File: config.mk
export PLATFORM = sky130hd
export DESIGN_NAME = dns_name_label_encoder
export DESIGN_NICKNAME = d
export VERILOG_FILES = /design/src/hw/rtl/dnle_pkg.sv /design/src/hw/rtl/dnle_encode.sv /design/src/hw/rtl/dnle_rbuf.sv /design/src/hw/rtl/dns_name_label_encoder.sv
export VERILOG_INCLUDE_DIRS = /design/src /design/src/hw/rtl
export SDC_FILE = /design/constraint.sdc
export NUM_CORES = 1
export LEC_CHECK = 0
export BUFFER_PORTS_ARGS = -buffer_cell sky130_fd_sc_hd__buf_2
export CAP_MARGIN = 20
export CORE_MARGIN = 5
export CORE_UTILIZATION = 56
export CTS_BUF_LIST = sky130_fd_sc_hd__clkbuf_16
export CTS_CLUSTER_SIZE = 20
export DETAILED_ROUTE_END_ITERATION = 10
export HOLD_SLACK_MARGIN = 0.03
export PLACE_DENSITY = 0.78
export SLEW_MARGIN = 20
export SYNTH_ARGS = -nofsm -noshare
export SYNTH_HDL_FRONTEND = slang
export SYNTH_SLANG_ARGS = --single-unit
File: constraint.sdc
create_clock -name clk -period 6.9 [get_ports clk]
set_clock_uncertainty 0.15 [all_clocks]
set_input_delay 0.345 -clock clk [delete_from_list [all_inputs] [get_ports clk]]
set_output_delay 0.345 -clock clk [all_outputs]
set_load 0.01 [all_outputs]
File: src/hw/rtl/dns_name_label_encoder_macros.svh
// Assertion macros for the DNS name label encoder top level.
`ifndef DNS_NAME_LABEL_ENCODER_MACROS_SVH
`define DNS_NAME_LABEL_ENCODER_MACROS_SVH

// Same-cycle implication, sampled on clk and disabled while arst_n is low.
`define DNLE_ASSERT_NOW(lbl, ante, cons, msg) \
	lbl: assert property (@(posedge clk) disable iff (!arst_n) (ante) |-> (cons)) \
		else $error(msg);

// Next-cycle implication, sampled on clk and disabled while arst_n is low.
`define DNLE_ASSERT_NEXT(lbl, ante, cons, msg) \
	lbl: assert property (@(posedge clk) disable iff (!arst_n) (ante) |=> (cons)) \
		else $error(msg);

`endif

File: src/hw/rtl/dnle_pkg.sv
// Package of types, constants and helpers for the DNS name label encoder.
`default_nettype none

package dnle_pkg;

	localparam int unsigned POS_W       = 14;
	localparam int unsigned LEN_W       = 7;
	localparam int unsigned CHAR_W      = 8;
	localparam int unsigned MAX_RESULTS = 3;
	localparam int unsigned CNT_W       = 2;

	localparam logic [POS_W-1:0]  PACKET_LIMIT = POS_W'(9000);
	localparam logic [LEN_W-1:0]  MAX_LABEL    = LEN_W'(63);
	localparam logic [POS_W-1:0]  POS_MAX      = '1;
	localparam logic [CHAR_W-1:0] DOT_CHAR     = 8'h2E;

	typedef enum logic [1:0] {
		ST_BUSY = 2'd0,
		ST_OK   = 2'd1,
		ST_LONG = 2'd2,
		ST_FULL = 2'd3
	} status_t;

	typedef struct packed {
		logic [CHAR_W-1:0] out_byte;
		logic [POS_W-1:0]  out_pos;
		logic              write_valid;
		status_t           status;
		logic              name_done;
	} result_t;

	typedef struct packed {
		logic             load;
		logic [CNT_W-1:0] count;
	} rbuf_ctl_t;

	function automatic logic [POS_W-1:0] pos_inc(input logic [POS_W-1:0] p);
		return (p == POS_MAX) ? POS_MAX : p + POS_W'(1);
	endfunction

	function automatic result_t mk_result(input logic [CHAR_W-1:0] b,
			input logic [POS_W-1:0] p, input logic v, input status_t s,
			input logic d);
		result_t r;
		r.out_byte    = b;
		r.out_pos     = p;
		r.write_valid = v;
		r.status      = s;
		r.name_done   = d;
		return r;
	endfunction

endpackage

`default_nettype wire

File: src/hw/rtl/dnle_encode.sv
// Name encoding state and the single-pass logic that turns one character into its writes.
`default_nettype none

module dnle_encode (
	input  wire logic                      clk,
	input  wire logic                      arst_n,
	input  wire logic                      take,
	input  wire logic [dnle_pkg::CHAR_W-1:0] name_char,
	input  wire logic                      first_char,
	input  wire logic                      last_char,
	input  wire logic                      empty_name,
	input  wire logic [dnle_pkg::POS_W-1:0] start_offset,
	output dnle_pkg::rbuf_ctl_t            ctl,
	output dnle_pkg::result_t              res [dnle_pkg::MAX_RESULTS]
);
	import dnle_pkg::*;

	logic [POS_W-1:0] next_pos_q, label_start_q;
	logic [LEN_W-1:0] label_len_q;
	logic             name_failed_q;

	logic [POS_W-1:0] np, ls;
	logic [LEN_W-1:0] ll;
	logic             nf;
	logic [CNT_W-1:0] n;
	status_t          fail;
	logic             is_dot;

	always_comb begin
		np     = next_pos_q;
		ls     = label_start_q;
		ll     = label_len_q;
		nf     = name_failed_q;
		n      = '0;
		fail   = ST_BUSY;
		is_dot = (name_char == DOT_CHAR);
		for (int i = 0; i < MAX_RESULTS; i++) begin
			res[i] = '0;
		end
		if (empty_name) begin
			if (first_char) begin
				ls = start_offset;
				ll = '0;
				nf = 1'b1;
				n  = CNT_W'(1);
				if (start_offset >= PACKET_LIMIT) begin
					res[0] = mk_result('0, '0, 1'b0, ST_FULL, 1'b1);
					np     = start_offset;
				end else begin
					res[0] = mk_result('0, start_offset, 1'b1, ST_OK, 1'b1);
					np     = pos_inc(start_offset);
				end
			end
		end else begin
			if (first_char) begin
				nf = 1'b0;
				ll = '0;
				ls = start_offset;
				np = pos_inc(start_offset);
			end
			if (!nf) begin
				if (!is_dot) begin
					if (ll >= MAX_LABEL) begin
						fail = ST_LONG;
					end else if (np >= PACKET_LIMIT) begin
						fail = ST_FULL;
					end else begin
						res[n] = mk_result(name_char, np, 1'b1, ST_BUSY, 1'b0);
						n      = n + CNT_W'(1);
						np     = pos_inc(np);
						ll     = ll + LEN_W'(1);
					end
				end else begin
					if (ls >= PACKET_LIMIT) begin
						fail = ST_FULL;
					end else begin
						res[n] = mk_result({1'b0, ll}, ls, 1'b1, ST_BUSY, 1'b0);
						n      = n + CNT_W'(1);
						if (!last_char) begin
							ls = np;
							np = pos_inc(np);
							ll = '0;
						end
					end
				end
				// Closing the name: patch the open label unless the character is a dot, then the zero terminator.
				if (fail == ST_BUSY && last_char) begin
					if (!is_dot) begin
						if (ls >= PACKET_LIMIT) begin
							fail = ST_FULL;
						end else begin
							res[n] = mk_result({1'b0, ll}, ls, 1'b1, ST_BUSY, 1'b0);
							n      = n + CNT_W'(1);
						end
					end
					if (fail == ST_BUSY) begin
						if (np >= PACKET_LIMIT) begin
							fail = ST_FULL;
						end else begin
							res[n] = mk_result('0, np, 1'b1, ST_OK, 1'b1);
							n      = n + CNT_W'(1);
							np     = pos_inc(np);
							nf     = 1'b1;
						end
					end
				end
				if (fail != ST_BUSY) begin
					res[n] = mk_result('0, '0, 1'b0, fail, 1'b1);
					n      = n + CNT_W'(1);
					nf     = 1'b1;
				end
			end
		end
	end

	assign ctl.load  = take;
	assign ctl.count = n;

	always_ff @(posedge clk or negedge arst_n) begin
		if (!arst_n) begin
			next_pos_q    <= '0;
			label_start_q <= '0;
			label_len_q   <= '0;
			name_failed_q <= 1'b0;
		end else if (take) begin
			next_pos_q    <= np;
			label_start_q <= ls;
			label_len_q   <= ll;
			name_failed_q <= nf;
		end
	end

endmodule

`default_nettype wire

File: src/hw/rtl/dnle_rbuf.sv
// Result buffer: holds up to three writes of one character and hands them out in order.
`default_nettype none

module dnle_rbuf (
	input  wire logic                  clk,
	input  wire logic                  arst_n,
	input  wire dnle_pkg::rbuf_ctl_t   ctl,
	input  wire dnle_pkg::result_t     res [dnle_pkg::MAX_RESULTS],
	input  wire logic                  out_ready,
	output logic                       out_valid,
	output dnle_pkg::result_t          out_res,
	output logic                       room
);
	import dnle_pkg::*;

	result_t          ent_q [MAX_RESULTS];
	logic [CNT_W-1:0] cnt_q;
	logic             pop;

	assign out_valid = (cnt_q != '0);
	assign out_res   = ent_q[0];
	assign pop       = out_valid && out_ready;
	// Room for a fresh set when empty or once the last held entry leaves in this cycle.
	assign room      = (cnt_q == '0) || (cnt_q == CNT_W'(1) && pop);

	always_ff @(posedge clk or negedge arst_n) begin
		if (!arst_n) begin
			cnt_q <= '0;
		end else if (ctl.load) begin
			cnt_q <= ctl.count;
		end else if (pop) begin
			cnt_q <= cnt_q - CNT_W'(1);
		end
	end

	always_ff @(posedge clk) begin
		if (ctl.load) begin
			for (int i = 0; i < MAX_RESULTS; i++) begin
				ent_q[i] <= res[i];
			end
		end else if (pop) begin
			for (int i = 0; i < MAX_RESULTS - 1; i++) begin
				ent_q[i] <= ent_q[i+1];
			end
		end
	end

endmodule

`default_nettype wire

File: src/hw/rtl/dns_name_label_encoder.sv
// Top level of the DNS name label encoder: input register, encoder and result buffer.
//
// Usage: a dotted name enters on the slave stream one character per transfer;
// tlast marks its final character, tuser carries the first-character and
// empty-name flags, and tdata carries the character and the starting packet
// offset (read only with the first character). The master stream gives packet
// writes: tdata holds the byte and its position, tuser the write-valid flag and
// status, and tlast marks the final write of a name (terminator or error).
// A character is held in the input register and its writes are then loaded into
// the result buffer, from which the first of them is offered on the master stream.
// Throughput: one character per cycle while each gives at most one write and the
// receiver takes every write; a closing character gives up to three writes and then
// holds the input until the extra writes have left through the single output port
// of the result buffer.
// Reset clears the input register, the result buffer and the encoding state
// (positions and label length to zero, no name ended), so characters before
// any first character are placed from position zero.
// When the receiver stalls, buffered writes hold steady and the input stays
// open until its register is full; then s_axis_tready falls.
`default_nettype none
`include "dns_name_label_encoder_macros.svh"

module dns_name_label_encoder (
	input  wire logic        clk,
	input  wire logic        arst_n,
	input  wire logic        s_axis_tvalid,
	output logic             s_axis_tready,
	input  wire logic [23:0] s_axis_tdata,  // name_char[7:0], start_offset[21:8], zero pad
	input  wire logic [1:0]  s_axis_tuser,  // first_char[0], empty_name[1]
	input  wire logic        s_axis_tlast,  // last_char
	output logic             m_axis_tvalid,
	input  wire logic        m_axis_tready,
	output logic [23:0]      m_axis_tdata,  // out_byte[7:0], out_pos[21:8], zero pad
	output logic [2:0]       m_axis_tuser,  // write_valid[0], status[2:1]
	output logic             m_axis_tlast   // name_done
);
	import dnle_pkg::*;

	// Input register stage.
	logic              valid_s1;
	logic [CHAR_W-1:0] name_char_s1;
	logic [POS_W-1:0]  start_offset_s1;
	logic              first_char_s1, last_char_s1, empty_name_s1;

	logic      room, proc, in_xfer;
	rbuf_ctl_t ctl;
	result_t   res [MAX_RESULTS];
	result_t   out_res;

	// A held character is processed once the result buffer can take all its writes.
	assign proc          = valid_s1 && room;
	assign s_axis_tready = !valid_s1 || proc;
	assign in_xfer       = s_axis_tvalid && s_axis_tready;

	always_ff @(posedge clk or negedge arst_n) begin
		if (!arst_n) begin
			valid_s1 <= 1'b0;
		end else if (in_xfer) begin
			valid_s1 <= 1'b1;
		end else if (proc) begin
			valid_s1 <= 1'b0;
		end
	end

	always_ff @(posedge clk) begin
		if (in_xfer) begin
			name_char_s1    <= s_axis_tdata[7:0];
			start_offset_s1 <= s_axis_tdata[21:8];
			first_char_s1   <= s_axis_tuser[0];
			empty_name_s1   <= s_axis_tuser[1];
			last_char_s1    <= s_axis_tlast;
		end
	end

	dnle_encode u_encode (
		.clk          (clk),
		.arst_n       (arst_n),
		.take         (proc),
		.name_char    (name_char_s1),
		.first_char   (first_char_s1),
		.last_char    (last_char_s1),
		.empty_name   (empty_name_s1),
		.start_offset (start_offset_s1),
		.ctl          (ctl),
		.res          (res)
	);

	dnle_rbuf u_rbuf (
		.clk       (clk),
		.arst_n    (arst_n),
		.ctl       (ctl),
		.res       (res),
		.out_ready (m_axis_tready),
		.out_valid (m_axis_tvalid),
		.out_res   (out_res),
		.room      (room)
	);

	assign m_axis_tdata = {2'b00, out_res.out_pos, out_res.out_byte};
	assign m_axis_tuser = {out_res.status, out_res.write_valid};
	assign m_axis_tlast = out_res.name_done;

	// A write that is not made is always an error and always ends the name.
	`DNLE_ASSERT_NOW(a_err_ends_name, m_axis_tvalid && !m_axis_tuser[0],
		m_axis_tlast && (m_axis_tuser[2:1] == ST_LONG || m_axis_tuser[2:1] == ST_FULL),
		"dnle: dropped write without error end")
	// Every real write lands below the packet limit.
	`DNLE_ASSERT_NOW(a_pos_in_packet, m_axis_tvalid && m_axis_tuser[0],
		m_axis_tdata[21:8] < PACKET_LIMIT, "dnle: write at or beyond packet limit")
	// A successful finish is the terminator: a real zero write that ends the name.
	`DNLE_ASSERT_NOW(a_ok_is_term, m_axis_tvalid && m_axis_tuser[2:1] == ST_OK,
		m_axis_tlast && m_axis_tuser[0] && m_axis_tdata[7:0] == 8'h00,
		"dnle: bad terminator")
	// A character left waiting for buffer room is still held on the next cycle.
	`DNLE_ASSERT_NEXT(a_s1_holds, valid_s1 && !room, valid_s1,
		"dnle: waiting character lost")

endmodule

`default_nettype wire

==> impl_results.md <==
- Status: finished, violations left
- Violated checks: design-rule violations
- Critical path arrival: 6.43 ns
- Chip width: around 140 um
- Slowest CP cell: o32ai_1
- Critical path launch point type: flip-flop
- Final hold slack: 0.140 ns
- Area delta synth->final: 12.6%
- Post-route DRC violation count: 1
- Clk Latency, worst-skew pair: 0.43 ns
- Setup TNS Final: 0 ns
- P_leak: 0.00395 uW
- Cell Pwr Density: ~450 mW/mm2
- Critical Path End Type: flip-flop
- Register area share after synthesis: 42.3%
- Worst-path fanout max: 16
- Total routing usage reported by global routing: 29.7%
- Ys async rst share: 29.3%
- Worst path cell trace: ha_1 -> nand3_2 -> o41ai_4 -> o32ai_1 -> nand2b_1 -> o21ai_1 -> a21oi_2 -> nor3_1 -> mux2i_2 -> o2111ai_2 -> a31oi_4 -> mux2i_1 -> nand2_1 -> ha_1 -> inv_1 -> o211ai_4 -> or4_4 -> nor2b_2
- Leading cell types in the layout, fill and taps excluded: edfxtp_1 (94), nand2_1 (88), nor2_1 (77)
- Routed wire length per instance: roughly 22 um
- Mapped Avg Cell Area: 9.50 um2
- TritonCTS Buffers: 17
- CTS resizes: 0
- Mapped Area: 0.00898 mm2
- WP buf/inv: 1
- Layout cells sized above 1: 15.5%
- DR vias/cell: 6.50
- Die ar.: 0.0187 mm2
- Post-synth EDFFs: 94
- Critical Path Stages: 18
- Drt first pass iters: 11
- Final setup viols: 0
- Initial antenna violation count: 0
- Clk buf depth: 2
- FP Rows: 46
- TritonCTS clock tree: built
- CTS Root Cell: clkbuf_16
- GP Congestion: 0.988
- Slowest stage delay, CP: 0.90 ns
- Vias in the first global route: about 7400
- Crit path max-delay family: compound AO/OA/AOI/OAI gates
- Distinct cell type count of the synthesized netlist: 93
- Hold Fails Final Rpt: 0
- DP Area: slightly above 0.009 mm2
- Finished Cell Area: 0.0101 mm2
- Worst r2r path cells: 18
- Diodes inserted: 0
- Post-place setup slack: 0.824 ns
- Max Clock Freq: 159 MHz
- Nets@finish: about 1000
- Inst Count DP: 1164
- Initial detailed-routing violation count: 1045
- Slew @ Worst Pin: 1.03 ns
- CTS sink count: 133
- Seq cells post-synth: ~130
- Post-DP HPWL: 19.4 mm
- Unrepaired setup endpoints after global routing: false
- Crit path to: u_rbuf.ent_q[0][49]
- Final slew viol count: 0
- Min-Delay Path Class: input port to flip-flop
- Critical path's most frequent cell: ha_1
- VDD IR max: about 0.37 mV
- Layout Cells excl Fill: between 1000 and 1500
- Cts hold-fix bufs: 27
- Most common cell after layout, fill and taps aside: edfxtp_1
- IO Count: 61
- Final period util: 91.2%
- Port bufs: 56
- Chip height: 137 um
- R2R Path End: u_rbuf.ent_q[0][49]
- Required time of the critical path: a little over 7 ns
- H-Tree Depth: 4
- Tmin final: 6.29 ns
- Max cap viols: 0
- Antenna viol nets, final: 0
- Top FF cell, synth: edfxtp_1
- Critical setup path kind: flip-flop to flip-flop
- Worst r2r src: start_offset_s1[0]
- Core Footprint: 0.0158 mm2
- Number of setup buffers added after CTS: 0
- R2R Setup Slk: 0.61 ns
- Vias: 7947
- Total gr overflow: 0
- Slew HR: 30.9%
- Total Wirelength: 27.0 mm
- Worst-path clk slew: ~0.06 ns
- YS warnings: 0
- Starting Density: 56.7%
- Post-synthesis cell count: about 950
- Final WS setup: 0.607 ns
- CP startpoint: start_offset_s1[0]
- Largest net degree at the start of global routing: 52
- First-pass GRT wire length: 42.1 mm
logic make-up after synthesis:
group | count (synthesis) | synth area share, %
AO/OA/AOI/OAI | 300 | 23.5
multiplexers | 51 | 5.80
other | 1 | 0.0418
flip-flops | 133 | 42.3
XOR/XNOR | 25 | 2.44
AND/OR/NAND/NOR | 307 | 17.3
buffers and inverters | 113 | 6.51
adder cells (fa/ha/maj) | 15 | 2.09
flip-flops by register name, summed over array words and instances, names as in the netlist:
signal	cells
last_char_s1	1
u_encode.next_pos_q	14
start_offset_s1	14
first_char_s1	1
u_rbuf.cnt_q	2
u_encode.label_len_q	7
empty_name_s1	1
u_rbuf.ent_q	69
name_char_s1	8
valid_s1	1
u_encode.name_failed_q	1
u_encode.label_start_q	14
cell usage after synthesis (all sizes together), types with 13 or more instances:
cell	n	share of area [%]
edfxtp	94	31
nand2	89	3.7
nor2	84	3.7
o21ai	80	4.5
a21oi	54	3.1
buf	51	3.9
mux2i	46	5.2
dfrtp	39	11
clkbuf	36	1.5
inv	25	1.0
o22ai	24	1.7
nand3	22	1.3
a22o	20	2.0
nand4	18	1.5
nor3	17	1.0
a22oi	16	1.3
xnor2	16	1.6
ha	15	2.1
a31oi	14	1.2
and2	13	0.91
stage by stage:
stage | total power, uW | util, %
6_report | 4530 | 63.9
5_1_grt | 4790 | 63.9
4_1_cts | 4470 | 63.9
3_5_place_dp | 3620 | 58.8
3_3_place_gp | 3580 | 58.8
2_1_floorplan | 3010 | -
worst min-delay path by stage:
stage,from,end,slack (ns),cells after the start
CTS,m_axis_tready,valid_s1,0.12,4
global placement,u_encode.next_pos_q[10],u_encode.next_pos_q[10],0.32,2
finish,m_axis_tready,valid_s1,0.14,4
floorplan,arst_n,u_encode.label_len_q[0],-0.10,0
global route,m_axis_tready,valid_s1,0.14,4
detailed placement,u_encode.next_pos_q[10],u_encode.next_pos_q[10],0.34,2
power by group:
part / switching (uW) / internal (uW)
Sequential: 195 / 1280
Clock: 346 / 491
Combinational: 1480 / 742
layout make-up:
class / instances / area (um2)
sequential: 133 / 3800
clock buffer: 19 / 475
timing repair buffer: 115 / 791
inverter: 26 / 97.6
fill: 1304 / 5720
clock inverter: 13 / 63.8
multi-input combinational: 701 / 4610
tap: 216 / 270
worst min-delay path, cell delays in order:
cell and delay (ns):
buf_2 0.08, a21oi_1 0.06, nand2_1 0.12, nand2b_1 0.06
routing by layer:
metal	wire [um]	part of all wire [%]	global-route usage, %
met1	11000	41	42.3
met2	11700	43	43.4
met3	3500	13	8.71
met4	818	3.0	10.0
met5	0	0	0
(Power assumes the default switching activity.)
